`src/sv/lrupr_pkg.sv`:
```
// ----------------------------------------------------------------------------
// lrupr_pkg
// Shared types and constants for the LRU page frame manager.
// ----------------------------------------------------------------------------
`default_nettype none

package lrupr_pkg;

  // Number of page frames and width of a stored page identifier.
  localparam int FRAMES    = 8;
  localparam int PAGE_BITS = 16;

  // Derived widths.
  localparam int IDX_W   = (FRAMES > 1) ? $clog2(FRAMES) : 1;
  localparam int CNT_W   = $clog2(FRAMES + 1);
  localparam int CFG_W   = 4;
  localparam int FAULT_W = 32;
  localparam int STAT_W  = 2;

  typedef logic [PAGE_BITS-1:0] page_t;
  typedef logic [IDX_W-1:0]     idx_t;
  typedef logic [CNT_W-1:0]     cnt_t;
  typedef logic [CFG_W-1:0]     cfg_t;
  typedef logic [FAULT_W-1:0]   fault_t;
  typedef logic [STAT_W-1:0]    stat_t;

  // Result status codes.
  localparam stat_t ST_HIT   = 2'd0;
  localparam stat_t ST_FREE  = 2'd1;
  localparam stat_t ST_EVICT = 2'd2;
  localparam stat_t ST_ERR   = 2'd3;

  // Controller to datapath commands.
  typedef struct packed {
    logic load;    // capture a new reference and restart the frame scan
    logic step;    // examine one frame
    logic commit;  // apply the update and load the result register
  } cmd_t;

  // Datapath to controller status.
  typedef struct packed {
    logic scan_last;  // the frame under examination is the last one
  } sts_t;

endpackage

`default_nettype wire

```
`src/sv/lru_page_replacement.sv`:
```
// ----------------------------------------------------------------------------
// lru_page_replacement
// Fully associative LRU page frame manager with a saturating fault count.
// ----------------------------------------------------------------------------
// Each input transaction is one page reference and produces exactly one
// result transaction. A reference that finds its page resident is a hit and
// makes that page the most recent. A miss loads the page into the
// lowest-numbered free frame while fewer pages are resident than
// cfg_wr_data last allowed; otherwise it evicts the least recently used page
// and reports it. Misses bump a fault count that holds at its maximum. With
// zero frames configured the result is the error status and nothing changes.
// A setting above the frame count acts as the full frame count; lowering it
// never drops pages at once, later misses just replace instead of fill.
// A reference is accepted, then the frame scan examines one frame per
// cycle, and then a commit applies the update; no new reference is taken
// before that commit. The result register is loaded at commit and a new
// reference is accepted in that same cycle, so a waiting result only
// delays the commit of the next reference, not its scan.
// ----------------------------------------------------------------------------
`default_nettype none

module lru_page_replacement (
  input  wire logic              clk,
  input  wire logic              rst_n,
  input  wire logic              cfg_wr_en,
  input  wire lrupr_pkg::cfg_t   cfg_wr_data,
  input  wire logic              in_valid,
  output logic                   in_stall,
  input  wire lrupr_pkg::page_t  in_page_number,
  output logic                   out_valid,
  input  wire logic              out_stall,
  output lrupr_pkg::stat_t       out_status,
  output lrupr_pkg::page_t       out_evicted_page,
  output lrupr_pkg::fault_t      out_fault_total,
  output lrupr_pkg::cnt_t        out_resident_count
);
  import lrupr_pkg::*;

  cmd_t cmd;
  sts_t sts;

  // The sequencer owns the handshakes and the output valid flag.
  lrupr_ctrl u_ctrl (
    .clk       (clk),
    .rst_n     (rst_n),
    .in_valid  (in_valid),
    .in_stall  (in_stall),
    .out_valid (out_valid),
    .out_stall (out_stall),
    .sts       (sts),
    .cmd       (cmd)
  );

  // The datapath holds the frame table, the configuration and the result.
  lrupr_dp u_dp (
    .clk                (clk),
    .rst_n              (rst_n),
    .cmd                (cmd),
    .sts                (sts),
    .cfg_wr_en          (cfg_wr_en),
    .cfg_wr_data        (cfg_wr_data),
    .in_page_number     (in_page_number),
    .out_status         (out_status),
    .out_evicted_page   (out_evicted_page),
    .out_fault_total    (out_fault_total),
    .out_resident_count (out_resident_count)
  );

  // The resident count can never exceed the number of physical frames.
  a_resident_bound: assert property (@(posedge clk) disable iff (!rst_n)
    out_valid |-> (32'(out_resident_count) <= FRAMES))
    else $error("resident count above frame count");

  // Only an eviction reports a page; every other status reports zero.
  a_evict_zero: assert property (@(posedge clk) disable iff (!rst_n)
    (out_valid && (out_status != ST_EVICT)) |-> (out_evicted_page == '0))
    else $error("evicted page reported without eviction");

  // An eviction or fill is a fault, so the fault total cannot be zero.
  a_fault_nonzero: assert property (@(posedge clk) disable iff (!rst_n)
    (out_valid && ((out_status == ST_EVICT) || (out_status == ST_FREE)))
      |-> (out_fault_total != '0))
    else $error("fault result with zero fault total");

  // After accepting a reference the block is busy scanning.
  a_busy_after_accept: assert property (@(posedge clk) disable iff (!rst_n)
    (in_valid && !in_stall) |=> in_stall)
    else $error("second reference accepted during scan");

endmodule

`default_nettype wire

```
`src/sv/lrupr_ctrl.sv`:
```
// ----------------------------------------------------------------------------
// lrupr_ctrl
// Sequencer for the LRU page frame manager: accept, scan frames, commit.
// ----------------------------------------------------------------------------
`default_nettype none

module lrupr_ctrl (
  input  wire logic             clk,
  input  wire logic             rst_n,
  input  wire logic             in_valid,
  output logic                  in_stall,
  output logic                  out_valid,
  input  wire logic             out_stall,
  input  wire lrupr_pkg::sts_t  sts,
  output lrupr_pkg::cmd_t       cmd
);
  import lrupr_pkg::*;

  localparam logic [1:0] S_IDLE   = 2'd0;
  localparam logic [1:0] S_SCAN   = 2'd1;
  localparam logic [1:0] S_COMMIT = 2'd2;

  logic [1:0] state_r, state_nxt;
  logic       out_valid_r, out_valid_nxt;
  logic       out_free;
  logic       accept;

  // The result register can take a new transaction when empty or being drained.
  assign out_free = !out_valid_r || !out_stall;

  // A new reference may enter while idle or in the same cycle as a commit.
  assign in_stall = !((state_r == S_IDLE) || ((state_r == S_COMMIT) && out_free));
  assign accept   = in_valid && !in_stall;

  assign cmd.load   = accept;
  assign cmd.step   = (state_r == S_SCAN);
  assign cmd.commit = (state_r == S_COMMIT) && out_free;

  assign out_valid = out_valid_r;

  always_comb begin
    state_nxt = state_r;
    case (state_r)
      S_IDLE: begin
        if (accept) state_nxt = S_SCAN;
      end
      S_SCAN: begin
        if (sts.scan_last) state_nxt = S_COMMIT;
      end
      S_COMMIT: begin
        if (accept)        state_nxt = S_SCAN;
        else if (out_free) state_nxt = S_IDLE;
      end
      default: state_nxt = S_IDLE;
    endcase
  end

  always_comb begin
    out_valid_nxt = out_valid_r;
    if (cmd.commit)      out_valid_nxt = 1'b1;
    else if (!out_stall) out_valid_nxt = 1'b0;
  end

  always_ff @(posedge clk) begin
    if (!rst_n) begin
      state_r     <= S_IDLE;
      out_valid_r <= 1'b0;
    end else begin
      state_r     <= state_nxt;
      out_valid_r <= out_valid_nxt;
    end
  end

endmodule

`default_nettype wire

```
`src/sv/lrupr_dp.sv`:
```
// ----------------------------------------------------------------------------
// lrupr_dp
// Frame table, recency ranks, frame scan and result register.
// ----------------------------------------------------------------------------
`default_nettype none

module lrupr_dp (
  input  wire logic              clk,
  input  wire logic              rst_n,
  input  wire lrupr_pkg::cmd_t   cmd,
  output lrupr_pkg::sts_t        sts,
  input  wire logic              cfg_wr_en,
  input  wire lrupr_pkg::cfg_t   cfg_wr_data,
  input  wire lrupr_pkg::page_t  in_page_number,
  output lrupr_pkg::stat_t       out_status,
  output lrupr_pkg::page_t       out_evicted_page,
  output lrupr_pkg::fault_t      out_fault_total,
  output lrupr_pkg::cnt_t        out_resident_count
);
  import lrupr_pkg::*;

  // Frame table.
  logic [FRAMES-1:0] frame_valid_r;
  page_t             frame_page_r [FRAMES];
  idx_t              frame_rank_r [FRAMES];
  idx_t              rank_nxt     [FRAMES];

  cfg_t   cfg_r;
  fault_t fault_r, fault_nxt;
  cnt_t   resident_r, resident_nxt;
  page_t  page_r;

  // Scan trackers.
  idx_t  idx_r;
  logic  hit_found_r, free_found_r, vic_found_r;
  idx_t  hit_idx_r, hit_rank_r, free_idx_r, vic_idx_r, vic_rank_r;
  page_t vic_page_r;

  // Scan read port.
  logic  cur_valid;
  page_t cur_page;
  idx_t  cur_rank;

  // Commit decision.
  cnt_t  limit;
  stat_t status;
  idx_t  slot;
  cnt_t  promo_lim;
  logic  do_promote, do_load, do_fill;
  page_t evicted;

  stat_t  out_status_r;
  page_t  out_evicted_r;
  fault_t out_fault_r;
  cnt_t   out_resident_r;

  assign sts.scan_last = (idx_r == idx_t'(FRAMES - 1));

  assign cur_valid = frame_valid_r[idx_r];
  assign cur_page  = frame_page_r[idx_r];
  assign cur_rank  = frame_rank_r[idx_r];

  assign limit = (32'(cfg_r) > FRAMES) ? cnt_t'(FRAMES) : cnt_t'(cfg_r);

  always_comb begin
    status     = ST_ERR;
    slot       = hit_idx_r;
    promo_lim  = '0;
    do_promote = 1'b0;
    do_load    = 1'b0;
    do_fill    = 1'b0;
    evicted    = '0;
    if (limit == '0) begin
      status = ST_ERR;
    end else if (hit_found_r) begin
      status     = ST_HIT;
      slot       = hit_idx_r;
      promo_lim  = cnt_t'(hit_rank_r);
      do_promote = 1'b1;
    end else if (resident_r < limit) begin
      status     = ST_FREE;
      slot       = free_idx_r;
      promo_lim  = cnt_t'(FRAMES);
      do_promote = 1'b1;
      do_load    = 1'b1;
      do_fill    = 1'b1;
    end else begin
      status     = ST_EVICT;
      slot       = vic_idx_r;
      promo_lim  = cnt_t'(vic_rank_r);
      do_promote = 1'b1;
      do_load    = 1'b1;
      evicted    = vic_page_r;
    end
  end

  // Rank update: frames more recent than the touched one age by one.
  always_comb begin
    for (int i = 0; i < FRAMES; i++) begin
      rank_nxt[i] = frame_rank_r[i];
      if (do_promote) begin
        if (idx_t'(i) == slot) begin
          rank_nxt[i] = '0;
        end else if (frame_valid_r[i] && (cnt_t'(frame_rank_r[i]) < promo_lim)) begin
          rank_nxt[i] = frame_rank_r[i] + idx_t'(1);
        end
      end
    end
  end

  assign fault_nxt    = (do_load && (fault_r != '1)) ? fault_r + fault_t'(1) : fault_r;
  assign resident_nxt = do_fill ? resident_r + cnt_t'(1) : resident_r;

  // Control state.
  always_ff @(posedge clk) begin
    if (!rst_n) begin
      frame_valid_r <= '0;
      fault_r       <= '0;
      resident_r    <= '0;
      cfg_r         <= cfg_t'(8);
    end else begin
      if (cfg_wr_en) cfg_r <= cfg_wr_data;
      if (cmd.commit) begin
        fault_r    <= fault_nxt;
        resident_r <= resident_nxt;
        if (do_fill) frame_valid_r[slot] <= 1'b1;
      end
    end
  end

  // Frame contents and ranks.
  always_ff @(posedge clk) begin
    if (cmd.commit) begin
      for (int i = 0; i < FRAMES; i++) frame_rank_r[i] <= rank_nxt[i];
      if (do_load) frame_page_r[slot] <= page_r;
    end
  end

  // Scan over the frames, one per cycle.
  always_ff @(posedge clk) begin
    if (cmd.load) begin
      page_r       <= in_page_number;
      idx_r        <= '0;
      hit_found_r  <= 1'b0;
      free_found_r <= 1'b0;
      vic_found_r  <= 1'b0;
    end else if (cmd.step) begin
      idx_r <= idx_r + idx_t'(1);
      if (!hit_found_r && cur_valid && (cur_page == page_r)) begin
        hit_found_r <= 1'b1;
        hit_idx_r   <= idx_r;
        hit_rank_r  <= cur_rank;
      end
      if (!free_found_r && !cur_valid) begin
        free_found_r <= 1'b1;
        free_idx_r   <= idx_r;
      end
      if (cur_valid && (!vic_found_r || (cur_rank > vic_rank_r))) begin
        vic_found_r <= 1'b1;
        vic_idx_r   <= idx_r;
        vic_rank_r  <= cur_rank;
        vic_page_r  <= cur_page;
      end
    end
  end

  // Result register.
  always_ff @(posedge clk) begin
    if (cmd.commit) begin
      out_status_r   <= status;
      out_evicted_r  <= evicted;
      out_fault_r    <= fault_nxt;
      out_resident_r <= resident_nxt;
    end
  end

  assign out_status         = out_status_r;
  assign out_evicted_page   = out_evicted_r;
  assign out_fault_total    = out_fault_r;
  assign out_resident_count = out_resident_r;

endmodule

`default_nettype wire
```
`config.mk`:
```
export PLATFORM = sky130hd
export DESIGN_NAME = lru_page_replacement
export DESIGN_NICKNAME = d
export VERILOG_FILES = /design/src/sv/lrupr_pkg.sv /design/src/sv/lru_page_replacement.sv /design/src/sv/lrupr_ctrl.sv /design/src/sv/lrupr_dp.sv
export SDC_FILE = /design/constraint.sdc
export NUM_CORES = 1
export LEC_CHECK = 0
export BUFFER_PORTS_ARGS = -buffer_cell sky130_fd_sc_hd__clkbuf_2
export CAP_MARGIN = 20
export CORE_MARGIN = 5
export CORE_UTILIZATION = 50
export CTS_CLUSTER_SIZE = 24
export DETAILED_ROUTE_END_ITERATION = 8
export GPL_TIMING_DRIVEN = 0
export PLACE_DENSITY = 0.78
export SETUP_SLACK_MARGIN = 0.05
export SLEW_MARGIN = 30
export SYNTH_ARGS = -nofsm -noshare
export SYNTH_HDL_FRONTEND = slang
export SYNTH_SLANG_ARGS = --single-unit
```
`constraint.sdc`:
```
create_clock -name clk -period 6.18 [get_ports clk]
set_input_delay 0.309 -clock clk [delete_from_list [all_inputs] [get_ports clk]]
set_output_delay 0.309 -clock clk [all_outputs]
set_load 0.01 [all_outputs]
```
==> Word-level counts from Yosys, hierarchy flattened <==
Memories as Yosys holds them, arrays and structs flattened. A register that Yosys moved wholly into a read port is not among the register bits.
Index checks and enable logic that the tools add are counted.
{ "classes": {"n_addsub": 11, "n_lt_le_gt_ge": 14, "eq_ne": 16, "muxes": 60, "bitwise": 2, "reduce_logical": 38} }
{ "op_table": {"columns": ["op", "n"], "rows": [
  ["3-bit 2-to-1 mux", 31],
  ["32-bit by 1-bit adder with 32-bit output (second input constant)", 1],
  ["3-bit by 4-bit less-than comparator with 1-bit output", 8],
  ["32-bit 2-to-1 mux", 1],
  ["32-bit != test (second input constant)", 1],
  ["3-bit by 1-bit adder with 3-bit output (second input constant)", 9],
  ["4-bit 2-to-1 mux", 5],
  ["16-bit equality test", 1],
  ["1-bit logical AND", 16],
  ["1-bit 2-to-1 mux", 14],
  ["3-bit equality test (first input constant)", 4],
  ["2-bit 2-to-1 mux", 6],
  ["3-bit AND reduction", 4],
  ["3-bit by 4-bit less-than comparator with 1-bit output (second input constant)", 2],
  ["8-bit OR", 1],
  ["2-bit AND reduction", 4],
  ["1-bit zero test", 7],
  ["2-bit by 3-bit equality test with 1-bit output (first input constant)", 2],
  ["2-bit by 1-bit != test with 1-bit output (second input constant)", 3],
  ["2-bit case mux with 3 select lines", 1],
  ["4-bit by 1-bit adder with 4-bit output (second input constant)", 1],
  ["4-bit greater-than comparator (second input constant)", 1],
  ["4-bit zero test", 1],
  ["4-bit less-than comparator", 1],
  ["other kinds (14)", 16]
]} }
{ "totals": {"register_bits": 158, "ramBits": 152, "inputBits": 25, "n_memories": 2} }
{ "memory_table": {"columns": ["name", "depth", "width", "read_ports", "rd_ports_with_merged_regs", "write_ports", "line", "rtl"], "rows": [
  ["u_dp.frame_page_r", 8, 16, 1, 1, 1, "lrupr_dp.sv:24", "page_t frame_page_r [FRAMES];"],
  ["u_dp.frame_rank_r", 8, 3, 9, 1, 8, "lrupr_dp.sv:25", "idx_t frame_rank_r [FRAMES];"]
]} }

==> Longest topological paths before layout <==
Gate-level depths: netlist of the first run.
{ "logic_depth": {"ltp_word": 11, "ltp_mapped": 11, "ltp_nobuf": 11} }

==> By module <==
A second synthesis of the first run with hierarchy kept.
{ "hier_totals": {"hier_cells": 1007, "hier_area_um2": 13756.9} }
{ "by_module_without_submodules": {"columns": ["mod", "instances", "cells_per_inst", "area_each_um2", "seq_area_each_um2"], "rows": [
  ["lrupr_dp", 1, 987, 13565.5, 8738.4],
  ["lrupr_ctrl", 1, 20, 191.4, 60.1]
]} }

==> Worst setup path after synthesis of the first run <==
No wires, ideal clock.
{ "synth_path": {"path_kind": "register -> register", "start": "reg with a tool-made name", "end": "reg u_dp.vic_idx_r[0] (enable)", "setup_time_ns": 0.435, "arrival_ns": 4.190, "path_slack_ns": 1.555, "path_stages_with_launch": 11, "synth_period_minus_slack_ns": 4.625, "path_cell_list": "dfxtp_1 -> buf_4 -> buf_2 -> buf_1 -> mux4_2 -> mux2_2 -> ha_1 -> nor2b_1 -> o21a_1 -> o21ai_0 -> a21boi_0"} }
{ "synth_lines": {"columns": ["item", "line", "rtl"], "rows": [
  ["end signal, assigned", "lrupr_dp.sv:160", "vic_idx_r <= idx_r;"],
  ["end, declared", "lrupr_dp.sv:36", "idx_t hit_idx_r, hit_rank_r, free_idx_r, vic_idx_r, vic_rank_r;"]
]} }

==> impl_metrics.ini, run 1 <==
[outcome]
status = complete, no violations

[placed_design]
place.gp.congestion = 0.910
hpwlAfterDp_um = 18600
io_buffers = 79

[worst_setup_path]
path_max_fanout = 21
cpPeakStageDelay_ps = 650
r2r_end = u_dp.vic_page_r[11]$_DFFE_PP_
cpLargestDelayFamily = buffers and inverters
r2r_cells = 11
cp_num_buf_inv = 4
crit_required_ps = 6430
ff2ff_setup_slack_ps = 2280
crit_path_end_kind = flop
critPathKind = flop to flop
crit_path_cell_trace = buf_4, buf_2, buf_1, mux4_2, mux2_2, ha_1, nor2b_1, o21a_1, o21ai_0, a21boi_4, buf_8
startpoint_type = flop
arrival_ps = 4150
cpMaxStageDelayCell = buf_1

[synthesis]
ys_seq_area_share_pct = 64.5
ys_seq_elements = 313
syn_area_um2 = 13600
post-synth-top-area-fraction_pct = 55.7
syn_area_per_cell_um2 = 14.1
yosysWarnings = 0
synth_enable_flop_cells = 253
synth_nets = 1025
yosysUniqueCellTypes = 60
synth-main-ff-cell = edfxtp_1
ys_async_sr_fraction_pct = 0
yosys.area.top_type = edfxtp_1
syn_inst = 966
synth_top_cells_by_area = edfxtp_1, dfxtp_1, xnor2_1, ha_1, mux4_2

[route]
antenna_left = 0
drt_iter0_drc = 705
wire_per_inst_um = 19.0
drc = 0
viasPerCell = 5.60
finalWirelength_um = 27800
route.met3.wl_um = 1670
vias = 8199
wl_met2_um = 13300
routed.top_layer = met4
dr.pass1.iters = 5
wl_met1_um = 12200

[clock_network]
clk_pin_slew_worst_paths_ps = 60
numCtsBuffers = 34
cts_tree = done
clk_latency_ps = 510
cts_buffer_depth = 3
cts_sinks = 313
ctsResizeCount = 0
htree_levels = 2
clockRootBuffer = clkbuf_16

[timing]
slew_violations = 0
tightest_slew_ps = 947
relSlewSlack_pct = 36.6
fmax_mhz = 256
finClkSkew_ps = 18.9
whs_ps = 24.6
finalCritPeriodShare_pct = 63.2
finalSetupViolations = 0
fin_crit_ps = 3900
hold_viol_final = 0
rsz0062_at_grt = no
finalSetupTns_ps = 0

[pwr]
power_frac_seq_pct = 48.5
intPower_w = 0.00377
p_comb_share_pct = 7.3
fin_total_pwr_w = 0.00480
switching_power_w = 0.00103
clockPowerShare_pct = 44.1
leakage_nw = 5.66
powerDensity_nw_per_um2 = 302
swShare_pct = 21.5
irDropWorstVdd_mv = 0.253

[floorplan]
std_cell_rows = 60
fp.dieArea_um2 = 30700
core_um2 = 26900
die_y_um = 175
die_w_um = 175
ioPinCount = 81
start_util_pct = 50.7

[finish]
multi_input_area_um2 = 4660
fill_cells = 2047
layout-drive-gt1-share_pct = 18.6
num-nets-final = 1157
seqCellArea_um2 = 8800
layout_common_cells = edfxtp_1, clkbuf_2, nor2_1
mostFrequentLayoutCell = edfxtp_1
diodes = 0
areaGrowthSynthToFinish_pct = 16.7

[job]
max_cap_violations = 0

[global_routing]
grt_pass1_wl_um = 44500
antenna_found_initial = 0
grtUsageTotal_pct = 18.3
grt-ovfl-total = 0
grt_pass1_vias = 8025
grt_start_max_net_pins = 64

[hold_path]
hold_depth = 2
min_from = in_valid
min_path_type = primary input to flop
hold_path_end = u_dp.hit_found_r$_SDFFE_PP0P_
==> Yosys cell counts (8+ instances only) <==
cell / instances
a211oi_1: 8
a21oi_1: 8
and2_1: 36
and3_1: 25
buf_2: 9
clkbuf_1: 29
dfxtp_1: 60
edfxtp_1: 253
ha_1: 34
inv_1: 9
mux2_2: 23
mux2i_1: 13
mux4_1: 12
mux4_2: 17
nand2_1: 60
nand2b_1: 8
nand3_1: 30
nand4_1: 16
nor2_1: 75
nor2b_1: 22
nor3_1: 18
o21a_1: 20
o21ai_0: 14
o31ai_1: 9
xnor2_1: 55
xor2_1: 35
==> through the flow <==
step	worst slack, ps	utilization, %	std cells	instance area, µm²
after floorplan	1550	-	966	13600
after global placement	500	53.8	1386	14500
after detailed placement	2300	54.1	1387	14500
after CTS	2240	59.2	1465	15900
after global routing	2100	59.2	1465	15900
final	2280	59.2	1465	15900
==> layer usage <==
layer	vias up	GRT usage, %
met1	3977	25.2
met4	0	4.98
li1	3881	-
met2	287	29.9
met3	54	3.50
met5	-	0
==> state kept, by name, summed over array words and instances (netlist names), 4 cells and up, named ones only <==
register	count
u_dp.fault_r	32
u_dp.frame_rank_r	24
u_dp.frame_page_r	128
u_dp.resident_r	4
u_dp.page_r	16
u_dp.out_evicted_page	16
u_dp.vic_page_r	16
u_dp.out_resident_count	4
u_dp.cfg_r	4
u_dp.frame_valid_r	8
u_dp.out_fault_total	32
==> how the worst max path moves through the flow <==
stage | slack [ps] | endpoint | depth (start not counted)
2_1_floorplan | 1550 | u_dp.vic_idx_r[0]$_DFFE_PP_ | 10
3_3_place_gp | 500 | u_dp.vic_page_r[9]$_DFFE_PP_ | 10
3_5_place_dp | 2300 | u_dp.vic_page_r[3]$_DFFE_PP_ | 11
4_1_cts | 2240 | u_dp.vic_page_r[3]$_DFFE_PP_ | 11
5_1_grt | 2100 | u_dp.vic_page_r[14]$_DFFE_PP_ | 11
6_report | 2280 | u_dp.vic_page_r[11]$_DFFE_PP_ | 11
==> power by group through the flow <==
stage / sequential [W] / clock (W) / combinational [W]
CTS: 0.00233 / 0.00215 / 0.000353
global placement: 0.00237 / 0 / 0.000326
floorplan: 0.00236 / 0 / 0.000246
detailed placement: 0.00237 / 0 / 0.000340
finish: 0.00233 / 0.00212 / 0.000353
global route: 0.00233 / 0.00225 / 0.000384
==> layout make-up <==
type | count | share of cell area [%]
Clock inverter | 14 | 0.951
Tap cell | 341 | 2.68
Timing Repair Buffer | 96 | 3.59
Buffer | 45 | 1.37
Clock buffer | 48 | 6.59
Sequential cell | 313 | 55.3
Inverter | 10 | 0.252
Multi-Input combinational cell | 598 | 29.3
==> worst reg2reg max path, stage by stage, from the launching register on <==
cell and delay (ps):
dfxtp_1 310, buf_4 210, buf_2 300, buf_1 650
mux4_2 620, mux2_2 310, ha_1 310, nor2b_1 140
o21a_1 160, o21ai_0 330, a21boi_4 120, buf_8 180
==> timing repair <==
action,4_1_cts,5_1_grt
setup buffers,0,0
hold buffers,16,0
hold endpoints to repair,16,0
==> cells by family (layout without fill, tap and decap cells) <==
group / count (synthesis) / count (layout) / synth area share (%)
AND/OR/NAND/NOR: 315 / 315 / 11.8
flip-flops: 313 / 313 / 64.5
AO/OA/AOI/OAI: 93 / 93 / 4.81
XOR/XNOR: 90 / 90 / 5.78
multiplexers: 66 / 66 / 8.08
buffers and inverters: 55 / 213 / 1.86
adder cells (fa/ha/maj): 34 / 34 / 3.12
Note: power is estimated with default switching activity, not from simulation.
==> run 2: changes to the inputs <==
clock period = 4.1 ns   (was 6.18 ns; I/O delays follow)
==> run 2 against run 1 <==
  * Global-route usage fell by 0.17 points
  * Clock power rose by 29%
  * Maximum frequency increased by 4.6%
  * Sequential share of layout area grew 0.41 points
  * Flip-flop and latch count did not move
  * Clock skew down 0.71 ps
  * Utilization shrank 0.43 points
  * Final area fell by 0.73%
  * Highest routed layer unchanged
  * Combinational power is 56% higher
==> impl_metrics.ini, run 2 (same netlist as run 1, synthesis figures left out) <==
[floorplan]
start_util_pct = 50.7
std_cell_rows = 60
die_y_um = 175
die_w_um = 175
ioPinCount = 81
core_um2 = 26900
fp.dieArea_um2 = 30700

[pwr]
fin_total_pwr_w = 0.00679
powerDensity_nw_per_um2 = 430
leakage_nw = 5.61
irDropWorstVdd_mv = 0.389

[finish]
mostFrequentLayoutCell = edfxtp_1
multi_input_area_um2 = 4660
areaGrowthSynthToFinish_pct = 15.9
layout_common_cells = edfxtp_1, clkbuf_2, nor2_1
instances_no_fill = 1469
layout-drive-gt1-share_pct = 18.4
diodes = 0
postLayoutCoreUtil_pct = 58.8
fill_cells = 2059
seqCellArea_um2 = 8800
regMostFlops = u_dp.frame_page_r
num-nets-final = 1163
largest_reg_flops = 128

[timing]
finalCritPeriodShare_pct = 91.0
relSlewSlack_pct = 45.1
tightest_slew_ps = 816
hold_viol_final = 0
fin_crit_ps = 3730
finalSetupViolations = 0
whs_ps = 82.5
slew_violations = 0
finClkSkew_ps = 18.2
fmax_mhz = 268
finalSetupTns_ps = 0
rsz0062_at_grt = no

[worst_setup_path]
crit_path_cell_trace = clkbuf_1, buf_2, buf_1, mux4_1, mux2_2, xnor2_1, nand4_1, nor4_2, and2_1
critPathKind = flop to flop
path_max_fanout = 10
cpMaxStageDelayCell = nor4_2
startpoint_type = flop
crit_required_ps = 4320
crit_path_end_kind = flop
cpPeakStageDelay_ps = 500
arrival_ps = 3950

[placed_design]
dp_cells = 1387
place.gp.congestion = 0.926
io_buffers = 79
hpwlAfterDp_um = 18700

[hold_path]
min_path_type = primary input to flop
min_from = cfg_wr_en

[route]
finalWirelength_um = 27900
wire_per_inst_um = 19.0
viasPerCell = 5.56
vias = 8161
drc = 0
dr.pass1.iters = 5
antenna_left = 0
drt_iter0_drc = 639

[global_routing]
grt_start_max_net_pins = 64
grtUsageTotal_pct = 18.1
grt_pass1_wl_um = 44500
grt-ovfl-total = 0
grt_pass1_vias = 8161
antenna_found_initial = 0

[clock_network]
clockRootBuffer = clkbuf_16
clk_pin_slew_worst_paths_ps = 60
numCtsBuffers = 31
htree_levels = 1
cts_buffer_depth = 3
cts_sinks = 313
cts_tree = done
clk_latency_ps = 550

[outcome]
status = complete, no violations

[job]
max_cap_violations = 0
[run 2: path summary, 6_finish.rpt]
kind | endpoint | depth (start not counted) | slack (ps)
hold / removal | u_dp.cfg_r[3]$_SDFFE_PN1P_ | 2 | 80
setup / recovery | u_dp.hit_rank_r[2]$_DFFE_PP_ | 9 | 370
setup reg to reg | u_dp.hit_rank_r[2]$_DFFE_PP_ | 9 | 370
hold reg to reg | u_dp.free_found_r$_SDFFE_PP0P_ | 2 | 480
[run 2: layout make-up]
cell class / instances / share of cell area, %
multi-input cells: 598 / 29.5
plain buffers: 45 / 1.39
clock inverters: 18 / 0.958
well taps: 341 / 2.70
flip-flops and latches: 313 / 55.7
inverters: 10 / 0.253
clock buffers: 39 / 5.35
repair buffers: 105 / 4.15
[run 2: critical path, delay by kind of cell (launching register included)]
family | cells | cell delay [ps]
flip-flops | 1 | 310
multiplexers | 2 | 770
AND/OR/NAND/NOR | 3 | 1040
buffers and inverters | 3 | 1150
XOR/XNOR | 1 | 140
[run 2: power breakdown]
part           internal (W)  switching, W  leakage [nW]  total [W]
clock network       0.00158       0.00114         0.489    0.00273
registers           0.00347     0.0000414          2.76    0.00351
logic              0.000238      0.000310          2.36   0.000549
total               0.00529       0.00150          5.61    0.00679
[run 2: per-layer routing]
metal	GRT usage [%]	vias to the layer above	share of wire [%]
met2	30.0	273	48
met4	4.84	0	2.3
met1	25.0	3957	44
li1	-	3885	-
met3	3.03	46	5.8
met5	0	-	0
[run 2: timing repair]
item | in CTS | in global routing
gates resized for setup | 0 | 2
endpoints found under the setup margin | 0 | 57
buffers inserted | 0 | 2
endpoints found under the hold margin | 23 | 0
hold buffers | 23 | 0
[run 2: stage by stage]
step / setup WS [ps] / area (µm²)
6_report: 367 / 15800
5_1_grt: 158 / 15800
4_1_cts: 116 / 15800
3_5_place_dp: 164 / 14500
3_3_place_gp: -793 / 14500
2_1_floorplan: 52.9 / 13600
